### config.mk
export PLATFORM = sky130hd
export DESIGN_NAME = uart_8n1_transceiver_fifo_top
export DESIGN_NICKNAME = d
export VERILOG_FILES = /design/src/rtl/uatf_pkg.sv /design/src/rtl/uatf_front.sv /design/src/rtl/uatf_core.sv /design/src/rtl/uatf_out_buf.sv /design/src/rtl/uart_8n1_transceiver_fifo_top.sv
export SDC_FILE = /design/constraint.sdc
export NUM_CORES = 1
export LEC_CHECK = 0
export ABC_AREA = 0
export BUFFER_PORTS_ARGS = -buffer_cell sky130_fd_sc_hd__buf_2
export CAP_MARGIN = 20
export CORE_ASPECT_RATIO = 0.7
export CORE_MARGIN = 2
export CORE_UTILIZATION = 25
export CTS_CLUSTER_DIAMETER = 200
export CTS_CLUSTER_SIZE = 25
export DETAILED_ROUTE_END_ITERATION = 12
export SYNTH_ARGS = -nofsm -noshare
export SYNTH_HDL_FRONTEND = slang
export SYNTH_SLANG_ARGS = --single-unit
### constraint.sdc
create_clock -name clk -period 5.74 [get_ports clk]
set_input_delay 0.574 -clock clk [delete_from_list [all_inputs] [get_ports clk]]
set_output_delay 0.574 -clock clk [all_outputs]
set_load 0.01 [all_outputs]
### src/rtl/uatf_pkg.sv
package uatf_pkg;

    localparam int TX_QUEUE_DEPTH = 16;
    localparam int PERIOD_WIDTH   = 16;
    localparam int QPTR_W         = (TX_QUEUE_DEPTH > 1) ? $clog2(TX_QUEUE_DEPTH) : 1;
    localparam int QCNT_W         = $clog2(TX_QUEUE_DEPTH + 1);

    localparam logic [3:0]              IDLE_CODE   = 4'd15;
    localparam logic [3:0]              DATA_BITS   = 4'd8;
    localparam logic [PERIOD_WIDTH-1:0] PERIOD_INIT = PERIOD_WIDTH'(434);

    localparam logic REG_BIT_PERIOD  = 1'b0;
    localparam logic REG_PORT_ENABLE = 1'b1;

    typedef struct packed {
        logic       rx_line;
        logic       push_valid;
        logic [7:0] push_byte;
    } in_item_t;

    typedef struct packed {
        logic              tx_line;
        logic              rx_valid;
        logic [7:0]        rx_byte;
        logic              push_accepted;
        logic [QCNT_W-1:0] tx_queue_count;
    } out_item_t;

    typedef struct packed {
        logic     line_fall;
        in_item_t item;
    } front_item_t;

    typedef struct packed {
        logic        valid;
        front_item_t data;
    } front_beat_t;

    typedef struct packed {
        logic      valid;
        out_item_t item;
    } out_beat_t;

endpackage

### src/rtl/uatf_front.sv
module uatf_front
    import uatf_pkg::*;
(
    input  logic        clk,
    input  logic        rst_n,
    input  logic        in_valid,
    output logic        in_stall,
    input  in_item_t    in_item,
    output front_beat_t beat,
    input  logic        pop
);

    logic [1:0]  count_reg;
    logic [1:0]  count_next;
    logic        wr_reg;
    logic        rd_reg;
    logic        prev_reg;
    front_item_t slot_reg [2];
    logic        accept;
    logic        take;

    assign in_stall   = (count_reg == 2'd2);
    assign accept     = in_valid && !in_stall;
    assign take       = pop && (count_reg != 2'd0);
    assign beat.valid = (count_reg != 2'd0);
    assign beat.data  = slot_reg[rd_reg];

    always_comb
    begin
        count_next = count_reg;
        if (accept && !take)
        begin
            count_next = count_reg + 2'd1;
        end
        else if (!accept && take)
        begin
            count_next = count_reg - 2'd1;
        end
    end

    always_ff @(posedge clk or negedge rst_n)
    begin
        if (!rst_n)
        begin
            count_reg <= 2'd0;
            wr_reg    <= 1'b0;
            rd_reg    <= 1'b0;
            prev_reg  <= 1'b1;
        end
        else
        begin
            count_reg <= count_next;
            if (accept)
            begin
                wr_reg   <= ~wr_reg;
                prev_reg <= in_item.rx_line;
            end
            if (take)
            begin
                rd_reg <= ~rd_reg;
            end
        end
    end

    always_ff @(posedge clk)
    begin
        if (accept)
        begin
            slot_reg[wr_reg] <= '{line_fall: prev_reg & ~in_item.rx_line, item: in_item};
        end
    end

endmodule

### src/rtl/uatf_core.sv
module uatf_core
    import uatf_pkg::*;
(
    input  logic                    clk,
    input  logic                    rst_n,
    input  logic                    cfg_we,
    input  logic                    cfg_sel,
    input  logic [PERIOD_WIDTH-1:0] cfg_value,
    input  front_beat_t             beat,
    output logic                    pop,
    input  logic                    space,
    output out_beat_t               result
);

    logic [PERIOD_WIDTH-1:0] bit_period_reg;
    logic                    port_enable_reg;

    logic [7:0]              mem_reg [TX_QUEUE_DEPTH];
    logic [QPTR_W-1:0]       head_reg, head_next;
    logic [QPTR_W-1:0]       tail_reg, tail_next;
    logic [QCNT_W-1:0]       used_reg, used_next;
    logic [3:0]              tx_idx_reg, tx_idx_next;
    logic [7:0]              tx_shift_reg, tx_shift_next;
    logic [PERIOD_WIDTH-1:0] tx_cnt_reg, tx_cnt_next;
    logic                    tx_run_reg, tx_run_next;
    logic                    tx_level_reg, tx_level_next;
    logic [3:0]              rx_idx_reg, rx_idx_next;
    logic [8:0]              rx_shift_reg, rx_shift_next;
    logic [PERIOD_WIDTH-1:0] rx_cnt_reg, rx_cnt_next;
    logic                    rx_run_reg, rx_run_next;
    logic                    res_valid_reg;
    out_item_t               res_item_reg;

    logic [PERIOD_WIDTH-1:0] full_period;
    logic [PERIOD_WIDTH-1:0] half_raw;
    logic [PERIOD_WIDTH-1:0] half_bit;
    logic                    take;
    logic                    line;
    logic                    tx_fire;
    logic                    rx_fire;
    logic                    again;
    logic                    push_ok;
    logic                    delivered;
    logic [7:0]              byte_out;

    assign full_period = (bit_period_reg == '0) ? PERIOD_WIDTH'(1) : bit_period_reg;
    assign half_raw    = bit_period_reg >> 1;
    assign half_bit    = (half_raw == '0) ? PERIOD_WIDTH'(1) : half_raw;
    assign take        = beat.valid && space;
    assign pop         = take;
    assign line        = beat.data.item.rx_line;
    assign tx_fire     = tx_run_reg && (tx_cnt_reg <= PERIOD_WIDTH'(1));
    assign rx_fire     = rx_run_reg && (rx_cnt_reg <= PERIOD_WIDTH'(1));
    assign result      = '{valid: res_valid_reg, item: res_item_reg};

    always_comb
    begin
        head_next     = head_reg;
        tail_next     = tail_reg;
        used_next     = used_reg;
        tx_idx_next   = tx_idx_reg;
        tx_shift_next = tx_shift_reg;
        tx_cnt_next   = tx_cnt_reg;
        tx_run_next   = tx_run_reg;
        tx_level_next = tx_level_reg;
        rx_idx_next   = rx_idx_reg;
        rx_shift_next = rx_shift_reg;
        rx_cnt_next   = rx_cnt_reg;
        rx_run_next   = rx_run_reg;
        again         = 1'b0;
        push_ok       = 1'b0;
        delivered     = 1'b0;
        byte_out      = 8'd0;

        // Transmit timer and bit sequencing.
        if (tx_run_reg)
        begin
            tx_cnt_next = tx_fire ? '0 : tx_cnt_reg - PERIOD_WIDTH'(1);
        end
        if (tx_fire)
        begin
            if (tx_idx_reg == IDLE_CODE)
            begin
                if (used_reg != '0)
                begin
                    tx_shift_next = mem_reg[head_reg];
                    head_next     = (head_reg == QPTR_W'(TX_QUEUE_DEPTH - 1)) ?
                                    '0 : head_reg + QPTR_W'(1);
                    used_next     = used_reg - QCNT_W'(1);
                    tx_level_next = 1'b0;
                    tx_idx_next   = 4'd0;
                    again         = 1'b1;
                end
            end
            else if (tx_idx_reg < DATA_BITS)
            begin
                tx_level_next = tx_shift_reg[tx_idx_reg[2:0]];
                tx_idx_next   = tx_idx_reg + 4'd1;
                again         = 1'b1;
            end
            else
            begin
                tx_level_next = 1'b1;
                tx_shift_next = 8'd0;
                tx_idx_next   = IDLE_CODE;
                again         = (used_reg != '0);
            end
            tx_run_next = again;
            tx_cnt_next = again ? full_period : '0;
        end

        // Queue push after the transmit timer.
        if (beat.data.item.push_valid && port_enable_reg &&
            (used_next < QCNT_W'(TX_QUEUE_DEPTH)))
        begin
            push_ok   = 1'b1;
            tail_next = (tail_reg == QPTR_W'(TX_QUEUE_DEPTH - 1)) ?
                        '0 : tail_reg + QPTR_W'(1);
            used_next = used_next + QCNT_W'(1);
            if (!tx_run_next)
            begin
                tx_run_next = 1'b1;
                tx_cnt_next = full_period;
            end
        end

        // Receive timer and sampling.
        if (rx_run_reg)
        begin
            rx_cnt_next = rx_fire ? '0 : rx_cnt_reg - PERIOD_WIDTH'(1);
        end
        if (rx_fire)
        begin
            if (rx_idx_reg == IDLE_CODE)
            begin
                if (!line)
                begin
                    rx_idx_next   = 4'd0;
                    rx_shift_next = 9'd0;
                    rx_run_next   = 1'b1;
                    rx_cnt_next   = full_period;
                end
                else
                begin
                    rx_run_next = 1'b0;
                    rx_cnt_next = '0;
                end
            end
            else if (rx_idx_reg < DATA_BITS)
            begin
                rx_shift_next = {1'b0, line, rx_shift_reg[7:1]};
                rx_idx_next   = rx_idx_reg + 4'd1;
                rx_run_next   = 1'b1;
                rx_cnt_next   = full_period;
            end
            else
            begin
                byte_out    = rx_shift_reg[7:0];
                delivered   = 1'b1;
                rx_idx_next = IDLE_CODE;
                rx_run_next = 1'b0;
                rx_cnt_next = '0;
            end
        end

        // A falling edge on an idle receiver arms the start check.
        if (port_enable_reg && beat.data.line_fall && (rx_idx_next == IDLE_CODE))
        begin
            rx_run_next = 1'b1;
            rx_cnt_next = half_bit;
        end
    end

    always_ff @(posedge clk or negedge rst_n)
    begin
        if (!rst_n)
        begin
            bit_period_reg  <= PERIOD_INIT;
            port_enable_reg <= 1'b0;
            head_reg        <= '0;
            tail_reg        <= '0;
            used_reg        <= '0;
            tx_idx_reg      <= IDLE_CODE;
            tx_shift_reg    <= 8'd0;
            tx_cnt_reg      <= '0;
            tx_run_reg      <= 1'b0;
            tx_level_reg    <= 1'b1;
            rx_idx_reg      <= IDLE_CODE;
            rx_shift_reg    <= 9'd0;
            rx_cnt_reg      <= '0;
            rx_run_reg      <= 1'b0;
            res_valid_reg   <= 1'b0;
        end
        else
        begin
            res_valid_reg <= take;
            if (cfg_we)
            begin
                if (cfg_sel == REG_BIT_PERIOD)
                begin
                    bit_period_reg <= cfg_value;
                end
                else
                begin
                    port_enable_reg <= cfg_value[0];
                    if (!cfg_value[0])
                    begin
                        head_reg     <= '0;
                        tail_reg     <= '0;
                        used_reg     <= '0;
                        tx_idx_reg   <= IDLE_CODE;
                        tx_shift_reg <= 8'd0;
                        tx_cnt_reg   <= '0;
                        tx_run_reg   <= 1'b0;
                        tx_level_reg <= 1'b1;
                        rx_idx_reg   <= IDLE_CODE;
                        rx_shift_reg <= 9'd0;
                        rx_cnt_reg   <= '0;
                        rx_run_reg   <= 1'b0;
                    end
                end
            end
            else if (take)
            begin
                head_reg     <= head_next;
                tail_reg     <= tail_next;
                used_reg     <= used_next;
                tx_idx_reg   <= tx_idx_next;
                tx_shift_reg <= tx_shift_next;
                tx_cnt_reg   <= tx_cnt_next;
                tx_run_reg   <= tx_run_next;
                tx_level_reg <= tx_level_next;
                rx_idx_reg   <= rx_idx_next;
                rx_shift_reg <= rx_shift_next;
                rx_cnt_reg   <= rx_cnt_next;
                rx_run_reg   <= rx_run_next;
            end
        end
    end

    always_ff @(posedge clk)
    begin
        if (take && !cfg_we && push_ok)
        begin
            mem_reg[tail_reg] <= beat.data.item.push_byte;
        end
        if (take)
        begin
            res_item_reg <= '{tx_line:        tx_level_next,
                              rx_valid:       delivered,
                              rx_byte:        byte_out,
                              push_accepted:  push_ok,
                              tx_queue_count: used_next};
        end
    end

endmodule

### src/rtl/uatf_out_buf.sv
module uatf_out_buf
    import uatf_pkg::*;
(
    input  logic      clk,
    input  logic      rst_n,
    input  out_beat_t result,
    output logic      space,
    output logic      out_valid,
    input  logic      out_stall,
    output out_item_t out_item
);

    logic [1:0] count_reg;
    logic [1:0] count_next;
    logic       wr_reg;
    logic       rd_reg;
    out_item_t  slot_reg [2];
    logic       take;

    assign out_valid = (count_reg != 2'd0);
    assign out_item  = slot_reg[rd_reg];
    assign take      = out_valid && !out_stall;
    assign space     = (count_next != 2'd2);

    always_comb
    begin
        count_next = count_reg;
        if (result.valid && !take)
        begin
            count_next = count_reg + 2'd1;
        end
        else if (!result.valid && take)
        begin
            count_next = count_reg - 2'd1;
        end
    end

    always_ff @(posedge clk or negedge rst_n)
    begin
        if (!rst_n)
        begin
            count_reg <= 2'd0;
            wr_reg    <= 1'b0;
            rd_reg    <= 1'b0;
        end
        else
        begin
            count_reg <= count_next;
            if (result.valid)
            begin
                wr_reg <= ~wr_reg;
            end
            if (take)
            begin
                rd_reg <= ~rd_reg;
            end
        end
    end

    always_ff @(posedge clk)
    begin
        if (result.valid)
        begin
            slot_reg[wr_reg] <= result.item;
        end
    end

endmodule

### src/rtl/uart_8n1_transceiver_fifo_top.sv
// UART port with 8 data bits, no parity and one stop bit, with a transmit queue.
// Each input beat is one clock tick of the line: the sampled receive level and
// an optional byte offered to the transmit queue. Each input beat yields exactly
// one output beat: the transmit line level, a received byte when one completes,
// whether the push was taken, and the queue fill.
// Input and output use valid and stall; an item moves when valid is high and
// stall is low. Configuration writes use cfg_valid and cfg_ready (always ready):
// index 0 is the bit period in clock ticks, index 1 the port enable. Write them
// only while no beat is in flight.
// An output beat passes through the input queue, the result register of the tick
// engine and the output buffer, each of which registers it. One beat a cycle is
// taken while the output is not stalled.
// When the output is stalled, the output buffer fills, then the tick engine
// holds and the input queue raises in_stall; no beat is lost.
// After reset the port is closed, the bit period is 434 ticks and the transmit
// line reads high.
module uart_8n1_transceiver_fifo_top
    import uatf_pkg::*;
(
    input  logic                    clk,
    input  logic                    rst_n,
    input  logic                    in_valid,
    output logic                    in_stall,
    input  in_item_t                in_item,
    output logic                    out_valid,
    input  logic                    out_stall,
    output out_item_t               out_item,
    input  logic                    cfg_valid,
    output logic                    cfg_ready,
    input  logic                    cfg_index,
    input  logic [PERIOD_WIDTH-1:0] cfg_data
);

    front_beat_t beat;
    out_beat_t   result;
    logic        pop;
    logic        space;

    assign cfg_ready = 1'b1;

    uatf_front u_front (
        .clk      (clk),
        .rst_n    (rst_n),
        .in_valid (in_valid),
        .in_stall (in_stall),
        .in_item  (in_item),
        .beat     (beat),
        .pop      (pop)
    );

    uatf_core u_core (
        .clk       (clk),
        .rst_n     (rst_n),
        .cfg_we    (cfg_valid && cfg_ready),
        .cfg_sel   (cfg_index),
        .cfg_value (cfg_data),
        .beat      (beat),
        .pop       (pop),
        .space     (space),
        .result    (result)
    );

    uatf_out_buf u_out_buf (
        .clk       (clk),
        .rst_n     (rst_n),
        .result    (result),
        .space     (space),
        .out_valid (out_valid),
        .out_stall (out_stall),
        .out_item  (out_item)
    );

endmodule

### Word level (Yosys, flattened, before mapping)

Memory sizes are Yosys's and may differ from the RTL's.
Cells that the tools add are included.

* add/subtract/negate cells: 12
* $lt $le $gt $ge: 6
* equality and inequality tests: 12
* mux-type cells: 108
* bitwise gates (word level): 8
* reductions and logical operators: 50

Operators with widths (number)
* $mux 16: 18
* $mux 8: 16
* $mux 4: 26
* $mux 5: 8
* $mux 1: 34
* $le 16x1->1 const B: 2
* $logic_not 16->1: 2
* $sub 16x1->16 const B: 2
* $eq 4x4->1 const B: 5
* $reduce_and 6->1: 3
* $reduce_bool 2->1: 9
* $add 4x1->4 const B: 4
* $logic_and 1x1->1: 16
* $mux 15: 1
* $reduce_and 4->1: 3
* $lt 4x4->1 const B: 2
* $mux 2: 4
* $logic_not 1->1: 7
* $not 1->1: 7
* $ne 3x3->1 const B: 2
* $reduce_bool 3->1: 2
* $add 5x1->5 const B: 1
* $lt 5x5->1 const B: 1
* $reduce_and 5->1: 1
* 16 further kinds: 20

* flip-flop bits (word level): 115
* memory bits (writable): 182
* output and inout port bits: 19
* logic and storage cells: 226
* memories kept: 3

Memory list
* u_core.mem_reg: words 16, width 8, rd ports 1, clocked after Yosys merged registers in 0, wr ports 1, line uatf_core.sv:18 `logic [7:0] mem_reg [TX_QUEUE_DEPTH];`
* u_out_buf.slot_reg: words 2, width 16, rd ports 1, clocked after Yosys merged registers in 0, wr ports 1, line uatf_out_buf.sv:17 `out_item_t slot_reg [2];`
* u_front.slot_reg: words 2, width 11, rd ports 1, clocked after Yosys merged registers in 0, wr ports 1, line uatf_front.sv:18 `front_item_t slot_reg [2];`

### Longest topological paths before layout

Gate-level depths: netlist of run 1.

* word-level depth: 11
* mapped depth: 12
* gate-level depth less buffers: 12

### Cells and area by module

Synthesis of run 1 repeated with hierarchy kept, for this count alone.

* cells, all modules: 969
* area total of the unflattened synthesis: 13264.0 sq um

By module, submodules not included
* uatf_core: times used 1, cells each 833, area an instance 10789.1 sq um
* uatf_out_buf: times used 1, cells each 78, area an instance 1413.9 sq um
* uatf_front: times used 1, cells each 56, area an instance 1049.8 sq um
* uart_8n1_transceiver_fifo_top: times used 1, cells each 2, area an instance 11.3 sq um

### Least setup slack after synthesis of run 1

OpenSTA, ideal clock, no wires.

* kind: register to register
* start point: register u_core.tx_cnt_reg[10]
* end point: memory u_core.mem_reg[7][0], enable pin
* data arrival time: 3298 ps
* path slack: 2048 ps
* cell stages (with the launch flop): 9
* clock period less this slack: 3692 ps
* cell sequence: dfrtp_1 or4_1 buf_2 or4_1 buf_6 or3_4 a21o_2 buf_2 nor4_1

* cells in the longest elaborated chain, start to end: 9

Ends and longest elaborated chain
* start, declared: line uatf_core.sv:24 `logic [PERIOD_WIDTH-1:0] tx_cnt_reg, tx_cnt_next;`
* start signal, assigned: line uatf_core.sv:230 `tx_cnt_reg <= tx_cnt_next;`
* $le 16x1->1: line uatf_core.sv:52 `assign tx_fire = tx_run_reg && (tx_cnt_reg <= PERIOD_WIDTH'(1));`
* $logic_and 1x1->1: line uatf_core.sv:52
* $mux 5: line uatf_core.sv:80 `if (tx_fire)`
* $lt 5x5->1: line uatf_core.sv:114 `(used_next < QCNT_W'(TX_QUEUE_DEPTH)))`
* $logic_and 1x1->1: line uatf_core.sv:113 `if (beat.data.item.push_valid && port_enable_reg &&`
* $mux 1: line uatf_core.sv:113
* $logic_and 1x1->1: line uatf_core.sv:243 `if (take && !cfg_we && push_ok)`
* $mux 1: line uatf_core.sv:243
* $mux 1 (not written as such): line uatf_core.sv:245 `mem_reg[tail_reg] <= beat.data.item.push_byte;`
* end, declared: line uatf_core.sv:18

No other way between the ends.

### Worst setup path in the final report of run 1

* start point: register u_core.rx_cnt_reg[4]
* end point: register u_core.rx_cnt_reg[12]

* cells in the longest elaborated chain, start to end: 8
* elaborated cells on any way between the ends: 13
* those cells by class: add/sub (1); order compare (1); eq/ne (1); mux (6); reduce/logical (4)

Ends and longest elaborated chain
* start, declared: line uatf_core.sv:29 `logic [PERIOD_WIDTH-1:0] rx_cnt_reg, rx_cnt_next;`
* start signal, assigned: line uatf_core.sv:235 `rx_cnt_reg <= rx_cnt_next;`
* $le 16x1->1: line uatf_core.sv:53 `assign rx_fire = rx_run_reg && (rx_cnt_reg <= PERIOD_WIDTH'(1));`
* $logic_and 1x1->1: line uatf_core.sv:53
* $mux 4: line uatf_core.sv:132 `if (rx_fire)`
* $eq 4x4->1: line uatf_core.sv:167 `if (port_enable_reg && beat.data.line_fall && (rx_idx_next == IDLE_CODE))`
* $logic_and 1x1->1: line uatf_core.sv:167
* $mux 16: line uatf_core.sv:167
* $mux 16: line uatf_core.sv:223 `else if (take)`
* $mux 16: line uatf_core.sv:197 `if (cfg_we)`

Several ways; a longest one is shown, not always the timed one. The select of a mux whose other input is x is not followed.
A chain may end at the register's enable or synchronous reset.

==> impl_metrics.ini, run 1 <==
[timing]
drv_slew = 0
timing.final.crit_share_pct = 67.73
final.setup.tns_ns = 0
slew_headroom_pct = 33.36
fin_crit_ns = 3.888
max_freq_mhz = 257.2
setup_slack_ns = 1.852
max_slew.worst_pin.slew_ns = 0.9858
fin_worst_skew_ns = 0.02237
setup-violations-final = 0
rsz0062_at_grt = no
hold_viol_final = 0

[detailed_routing]
drt-initial-drc-count = 978
vias = 8190
vias_per_cell = 4.843
firstDrtPassIters = 5
drc = 0
wl_per_cell_um = 18.61
postRouteAntennaNets = 0
routed_wl_um = 31480

[synth]
yosysWarnings = 0
avgSynthCellArea_um2 = 13.71
yosysSeqAreaShare_pct = 63.50
ys.flop_type = edfxtp_1
synth_top_area_share_pct = 44.72
synthArstFlopShare_pct = 33.33
synth.most_common_cell = edfxtp_1
synth-edff-count = 198
yosysTopAreaCell = edfxtp_1
syn-num-nets = 1017
ys_ff_latch = 297
ys_top_cells_by_count = edfxtp_1 (198), dfrtp_1 (84), nand2_1 (70)
synth.distinct_cells = 69
synth_area_leaders = edfxtp_1 (45%), dfrtp_1 (16%), mux4_2 (7.1%), mux2_2 (3.7%), dfstp_2 (3.0%)
netlist_instances = 970
syn_area_mm2 = 0.01330

[cts]
htreeDepth = 1
cts.path.max_buffers = 3
cts_tree = built
post_cts_buffers = 0
clockRootBuffer = clkbuf_16
numClockSinks = 297
cts.clk_slew.worst_paths_ns = 0.10
hold_buffers = 0
cts_resized = 0
insertion_delay_ns = 0.51
cts_buffers = 15

[critical_path]
crit_type = reg2reg
end_kind = flop
cp.arrival_ns = 4.29
crit_path_top_delay_cell = nor4_4
worstPathMaxFanout = 18
critPathLaunchType = flop
cp.required_ns = 6.14
worstPathCellList = nor4_4 > nand4_1 > or2_1 > o311a_1 > nor4_4 > o31ai_2 > buf_6 > a221o_1
critPathMostFrequentCell = nor4_4
slowest_delay_ns = 0.89

[global_route]
grt_busiest_layer = met1
grt_max_degree = 55
grt_util_met2_pct = 15.46
grt.total_usage_pct = 11.35
grt_pass1_wl_um = 48150
grt-ovfl-total = 0
use_met3_pct = 2.288
grt_pass1_vias = 7630
antenna_found_initial = 2
grtUsageMet1_pct = 18.31

[floorplan]
die_h_um = 196.9
row_count = 70
die_area_mm2 = 0.05507
initial_core_util_pct = 25.38
core_area_mm2 = 0.05238
dieWidth_um = 279.6
io_pins = 51

[cells_and_area]
nets = 1045
num-fill-cells = 5300
drive_above_1_share_pct = 19.88
syn_to_final_growth_pct = 10.85
finalCoreUtilization_pct = 28.14
ff_latch_area_mm2 = 0.008443
largest_reg_flops = 128
multi_input_area_mm2 = 0.004552

[outcome]
status = finished, final reports clean

[power_and_ir_drop]
leakage_uw = 0.005108
p_per_area_mw_per_mm2 = 487.2
ir_drop_uv = 223.7

[placement]
place_congestion = 0.8044
place_ws_ns = 1.895
numPortBuffers = 49
dp_hpwl_um = 21780

[run]
maxCapViolations = 0

[worst_hold_path]
hp-class = in2async
-- power by group --
part | total, uW | internal [uW] | switching [uW]
logic | 2620 | 1040 | 1570
registers | 3420 | 2970 | 450
clock network | 1150 | 498 | 648
total | 7180 | 4510 | 2670
-- cell usage in the layout, fill, tap and decap left out, types with 7 or more instances in the layout --
cell type and count:
edfxtp_1 198, clkbuf_16 15, buf_2 48, buf_4 13, nand2b_1 15, o2bb2ai_1 11, inv_1 24, dfrtp_1 83
o21ai_0 48, nor4_1 12, nand3_1 26, nor2_1 37, a31oi_1 7, and2_1 25, mux4_2 42, and3_1 9
ha_1 15, a21oi_1 56, xor2_1 17, dfstp_2 15, xnor2_1 13, nor3_1 32, mux2_2 44, o21ai_1 21
nand2_1 70, clkbuf_1 9
-- metrics by stage --
| stage | hold WS, ns | instances | instance area, um2 | total power (uW) |
|---|---|---|---|---|
| after floorplan | 0.2784 | 970 | 13300 | 5190 |
| after global placement | 0.4255 | 1661 | 14270 | 5982 |
| after detailed placement | 0.4340 | 1662 | 14280 | 6049 |
| after CTS | 0.07928 | 1687 | 14690 | 7195 |
| after global routing | 0.1113 | 1690 | 14740 | 7623 |
| final | 0.06663 | 1691 | 14740 | 7180 |
-- cells by family after synthesis --
group	Yosys count	synth area share [%]
flip-flops	297	63.50
AND/OR/NAND/NOR	270	10.86
AO/OA/AOI/OAI	191	8.780
multiplexers	89	11.07
buffers and inverters	77	2.381
XOR/XNOR	30	1.976
adder cells (fa/ha/maj)	15	1.412
other	1	0.02821
-- path summary, 6_finish.rpt --
check / cells after the start / slack (ns) / start / to
worst max-delay path: 8 / 1.85 / u_core.rx_cnt_reg[4] / u_core.rx_cnt_reg[12]
worst min-delay path: 1 / 0.07 / rst_n / u_core.rx_cnt_reg[6]
worst max register to register: 8 / 1.85 / u_core.rx_cnt_reg[4] / u_core.rx_cnt_reg[12]
worst min register to register: 0 / 0.45 / u_core.result[10] / u_out_buf.slot_reg[1][10]
max in group asynchronous: 2 / 4.44 / rst_n / u_core.head_reg[0]
min in group clk: 1 / 0.26 / in_item[6] / u_front.slot_reg[1][6]
-- per-layer routing --
| metal | part of all wire [%] | vias up |
|---|---|---|
| li1 | - | 3723 |
| met5 | 0.032 | - |
| met2 | 41 | 267 |
| met3 | 6.7 | 23 |
| met4 | 1.3 | 2 |
| met1 | 51 | 4175 |
-- cell type report --
cell class              instances  area share, %
clock inverters                 1        0.03396
diodes                          1        0.01698
flip-flops and latches        297          57.29
inverters                      25         0.6367
clock buffers                  24          2.776
repair buffers                 63          2.555
multi-input cells             596          30.89
well taps                     684          5.807
-- critical path: cells and delay by family, from the launching register on --
kind	cells	cell delay (ns)
AO/OA/AOI/OAI	3	1.02
flip-flops	1	0.45
buffers and inverters	1	0.24
AND/OR/NAND/NOR	4	2.06
Note: power is estimated with default switching activity, not from simulation.
==> run 2: changes to the inputs <==
clock period = 3.3 ns   (was 5.74 ns; I/O delays follow)
==> run 2 against run 1 <==
  * Worst hold slack worse by 0.052 ns
  * Total power is 78% higher
  * Final area is 2.0% higher
  * Global-route usage is 0.36 points higher
  * Worst setup slack worse by 1.7 ns
  * Clock power is 75% higher
  * Clock skew is 0.0061 ns higher
  * Via count is 1.5% higher
  * Utilization is 0.58 points higher
  * Critical path type unchanged
==> impl_metrics.ini, run 2 (synthesized netlist as in run 1, its figures left out) <==
[outcome]
status = finished, final reports clean

[timing]
rsz0062_at_grt = no
slew_headroom_pct = 27.61
setup-violations-final = 0
timing.final.crit_share_pct = 96.00
drv_slew = 0
hold_viol_final = 0
max_slew.worst_pin.slew_ns = 1.081
final.setup.tns_ns = 0
fin_worst_skew_ns = 0.02843
max_freq_mhz = 315.7
fin_crit_ns = 3.168
fin_hold_ws_ns = 0.01480

[global_route]
antenna_found_initial = 3
grt_pass1_vias = 8172
grt.total_usage_pct = 11.71
grt_pass1_wl_um = 50160
grt-ovfl-total = 0
grt_max_degree = 66

[floorplan]
dieWidth_um = 279.6
io_pins = 51
die_h_um = 196.9
core_area_mm2 = 0.05238
initial_core_util_pct = 25.38
die_area_mm2 = 0.05507
row_count = 70

[placement]
numPortBuffers = 49
dp.cells = 1691
dp_hpwl_um = 22760
place_congestion = 0.8027

[detailed_routing]
routed_wl_um = 32400
wl_per_cell_um = 18.85
vias_per_cell = 4.835
vias = 8312
postRouteAntennaNets = 0
drc = 0
firstDrtPassIters = 5
drt-initial-drc-count = 820

[critical_path]
cp.arrival_ns = 3.38
r2r_setup_slack_ns = 0.13
end_kind = flop
worstPathMaxFanout = 8
cp.required_ns = 3.51
critPathLaunchType = flop
crit_type = reg2reg

[cells_and_area]
final_cell_mix = edfxtp_1 (198), dfrtp_1 (83), nand2_1 (70)
final_common_cell = edfxtp_1
largest_reg_flops = 128
drive_above_1_share_pct = 23.62
finalCoreUtilization_pct = 28.71
nets = 1072
syn_to_final_growth_pct = 13.12
fin_cells = 1719

[run]
maxCapViolations = 0

[cts]
insertion_delay_ns = 0.51
cts.path.max_buffers = 3
cts.clk_slew.worst_paths_ns = 0.12
htreeDepth = 1
cts_tree = built
numClockSinks = 297
cts_buffers = 15
post_cts_buffers = 0
clockRootBuffer = clkbuf_16

[power_and_ir_drop]
finalPower_uw = 12790
ir_drop_uv = 398.9
leakage_uw = 0.005269
p_per_area_mw_per_mm2 = 850.1

[worst_hold_path]
hp-class = in2reg
-- run 2: cell types whose count changed in the layout (fill, tap and decap cells not counted), sizes merged --
cell	before	now
buf	63	89
diode	1	2
dlygate4sd3	0	1
-- run 2: report_power, final --
group	leakage (uW)	total [uW]	internal [uW]	switching [uW]
clock network	0.000199	2010	866	1140
registers	0.00307	5930	5160	764
logic	0.00200	4850	2000	2850
-- run 2: path summary, 6_finish.rpt --
path,startpoint,end,depth (start not counted)
setup reg to reg,u_core.tx_cnt_reg[10],u_core.mem_reg[0][5],8
setup / recovery,u_core.tx_cnt_reg[10],u_core.mem_reg[0][5],8
hold / removal,in_item[2],u_front.slot_reg[0][2],1
max in group asynchronous,rst_n,u_core.tx_idx_reg[0],3
hold reg to reg,u_core.result[7],u_out_buf.slot_reg[0][7],0
min in group asynchronous,rst_n,u_core.rx_cnt_reg[10],2
-- run 2: critical path: stages (launching register included) --
cell and delay [ns]:
dfrtp_1 0.42, or4_1 0.54, or4_1 0.46, or3_4 0.41
a21o_2 0.32, nor4_2 0.24, buf_4 0.16, and2_1 0.17
buf_12 0.14
-- run 2: layout make-up --
cell class              instances  area [um2]
clock inverters                 1       5.005
fillers                      5265       37340
multi-input cells             596        4607
diodes                          2       5.005
well taps                     684       855.8
flip-flops and latches        297        8443
repair buffers                 90       620.6
inverters                      25       93.84
clock buffers                  24       409.1
-- run 2: through the flow --
stage | worst slack, ns | instance area (um2)
after floorplan | -0.002774 | 13310
after global placement | 0.1088 | 14570
after detailed placement | 0.03037 | 14570
after CTS | 0.006124 | 14990
after global routing | 0.02668 | 15040
final | 0.1320 | 15040
-- run 2: routing by layer --
metal	GRT usage [%]	vias up	share of wire [%]
li1	-	3794	-
met1	17.55	4214	48
met2	17.56	273	44
met3	2.430	29	7.3
met4	1.981	2	1.4
met5	0	-	0.040
-- run 2: timing repair --
item                                    CTS  global route
hold endpoints to repair                 29             0
hold buffers                              1             0
endpoints found under the setup margin    0           125
resized for setup                         0            18
==> run 3: changes to the inputs <==
CELL_PAD_IN_SITES_DETAIL_PLACEMENT = 1   (was default)
CELL_PAD_IN_SITES_GLOBAL_PLACEMENT = 2   (was default)
PLACE_DENSITY_LB_ADDON = 0.1   (was default)
==> run 3 against run 2 <==
  * Total power increased by 5.8%
  * Clock skew increased by 0.021 ns
  * Sequential share of layout area decreased by 2.5 points
  * Sequential power decreased by 2%
  * Fmax about the same
  * Utilization increased by 1.3 points
  * Register-to-register slack about the same
  * Worst setup slack improved by 0.0029 ns
  * Die area unchanged
==> impl_metrics.ini, run 3 (synthesized netlist as in run 1, its figures left out) <==
[timing]
drv_slew = 0
fin_worst_skew_ns = 0.04945
setup-violations-final = 0
fin_crit_ns = 3.165
rsz0062_at_grt = no
max_freq_mhz = 315.9
slew_headroom_pct = 34.21
max_slew.worst_pin.slew_ns = 0.9802
hold_viol_final = 0
fin_hold_ws_ns = 0.03810
timing.final.crit_share_pct = 95.91

[outcome]
status = finished, final reports clean

[placement]
numPortBuffers = 49
dp.cells = 1740
dp_hpwl_um = 28200
place_congestion = 0.7399

[detailed_routing]
wl_per_cell_um = 22.52
vias = 8544
firstDrtPassIters = 5
routed_wl_um = 40340
drt-initial-drc-count = 676
postRouteAntennaNets = 0
drc = 0
vias_per_cell = 4.771

[critical_path]
crit_type = reg2reg
r2r_setup_slack_ns = 0.13
worstPathMaxFanout = 8
worstPathCellList = or4_1 > or4_4 > or3_4 > a21o_2 > nor4_2 > buf_4 > and2_1 > buf_12
path_buf_inv = 2
cp.arrival_ns = 3.39
critical_path.top_delay_family = simple AND/OR/NAND/NOR gates
crit_path_top_delay_cell = or4_1
critPathLaunchType = flop
end_kind = flop
cp.required_ns = 3.53
slowest_delay_ns = 0.54

[power_and_ir_drop]
p_int_uw = 8307
comb_power_share_pct = 41.2
power.switching_uw = 5222
swShare_pct = 38.60
leakage_uw = 0.005634
ir_drop_uv = 334.5
p_clk_share_pct = 15.7
p_per_area_mw_per_mm2 = 859.4
pwr-share-seq_pct = 43.1

[global_route]
grt_busiest_layer = met1
use_met3_pct = 2.489
grtUsageMet1_pct = 25.15
grt_pass1_wl_um = 61000
grt_pass1_vias = 8803
grt_max_degree = 45
grt.total_usage_pct = 14.85
grt_util_met2_pct = 19.56
grt-ovfl-total = 0
antenna_found_initial = 2

[floorplan]
io_pins = 51
core_area_mm2 = 0.05238
die_area_mm2 = 0.05507
dieWidth_um = 279.6
row_count = 70
die_h_um = 196.9
initial_core_util_pct = 25.38

[cells_and_area]
multi_input_area_mm2 = 0.004573
n_antenna_cell = 0
nets = 1145
drive_above_1_share_pct = 25.20
fin_cells = 1791
final_cell_mix = edfxtp_1 (198), dfrtp_1 (83), buf_4 (75)
syn_to_final_growth_pct = 18.41
num-fill-cells = 5655
final_common_cell = edfxtp_1
largest_reg_flops = 128
ff_latch_area_mm2 = 0.008443

[cts]
cts_tree = built
cts_buffers = 15
numClockSinks = 297
cts.path.max_buffers = 3
cts.clk_slew.worst_paths_ns = 0.11
insertion_delay_ns = 0.55
clockRootBuffer = clkbuf_16
htreeDepth = 1

[worst_hold_path]
hp-class = in2reg

[run]
maxCapViolations = 0
==> run 3: changes by cell type in the layout (fill, tap and decap cells not counted), moves of 3 or more <==
cell,before,now
and2_2,11,0
and3_2,3,0
dlygate4sd3_1,1,25
and3_1,6,9
buf_4,36,75
and2_1,14,25
buf_12,5,15
==> run 3: worst paths after layout <==
| check | to | depth (start not counted) | start |
|---|---|---|---|
| min | u_core.bit_period_reg[9] | 2 | cfg_data[9] |
| max in group asynchronous | u_front.prev_reg | 3 | rst_n |
| min in group asynchronous | u_core.rx_shift_reg[7] | 2 | rst_n |
| min reg2reg | u_out_buf.slot_reg[0][9] | 0 | u_core.result[9] |
| max | u_core.mem_reg[8][7] | 8 | u_core.tx_cnt_reg[10] |
| max reg2reg | u_core.mem_reg[8][7] | 8 | u_core.tx_cnt_reg[10] |
==> run 3: final cells by class <==
type / instances / area share, %
multi-input cells: 596 / 29.05
well taps: 684 / 5.436
clock buffers: 24 / 2.599
repair buffers: 163 / 8.600
inverters: 25 / 0.5961
clock inverters: 2 / 0.08743
flip-flops and latches: 297 / 53.63
==> run 3: worst reg2reg max path: cells and delay by family (launching register included) <==
family | cells | cell delay (ns)
and+or+nand+nor | 5 | 1.88
buffers and inverters | 2 | 0.31
DFF | 1 | 0.39
AOI/OAI and AO/OA | 1 | 0.28
==> run 3: repair_timing <==
item,4_1_cts,5_1_grt
gates resized for setup,1,0
setup buffers,0,0
pin swaps,0,1
hold buffers,25,0
endpoints found under the hold margin,57,0
endpoints found under the setup margin,37,2
==> run 3: per-stage QoR <==
stage | area, um2 | total power, uW | TNS (ns) | setup slack [ns] | utilization [%]
final | 15740 | 13530 | 0 | 0.1349 | 30.06
after detailed placement | 15070 | 11570 | 0 | 0.03691 | 28.76
after global placement | 15070 | 11570 | 0 | 0.05149 | 28.76
after global routing | 15740 | 14470 | 0 | 0.01823 | 30.06
after CTS | 15740 | 13820 | 0 | 0.08156 | 30.06
after floorplan | 13310 | 9037 | -0.1766 | -0.002774 | -
==> run 3: power groups by stage <==
| stage | sequential [uW] | combinational, uW | clock (uW) |
|---|---|---|---|
| floorplan | 5600 | 3430 | 0 |
| global placement | 5910 | 5650 | 0 |
| finish | 5830 | 5580 | 2120 |
| CTS | 5850 | 5700 | 2270 |
| detailed placement | 5920 | 5640 | 0 |
| global route | 5960 | 6170 | 2350 |
==> run 3: routing by layer <==
layer,up-vias,routed length (um),part of all wire (%)
met5,-,0,0
met3,19,1961,4.9
met4,0,388,0.96
met1,4436,22350,55
met2,164,15630,39
li1,3925,-,-
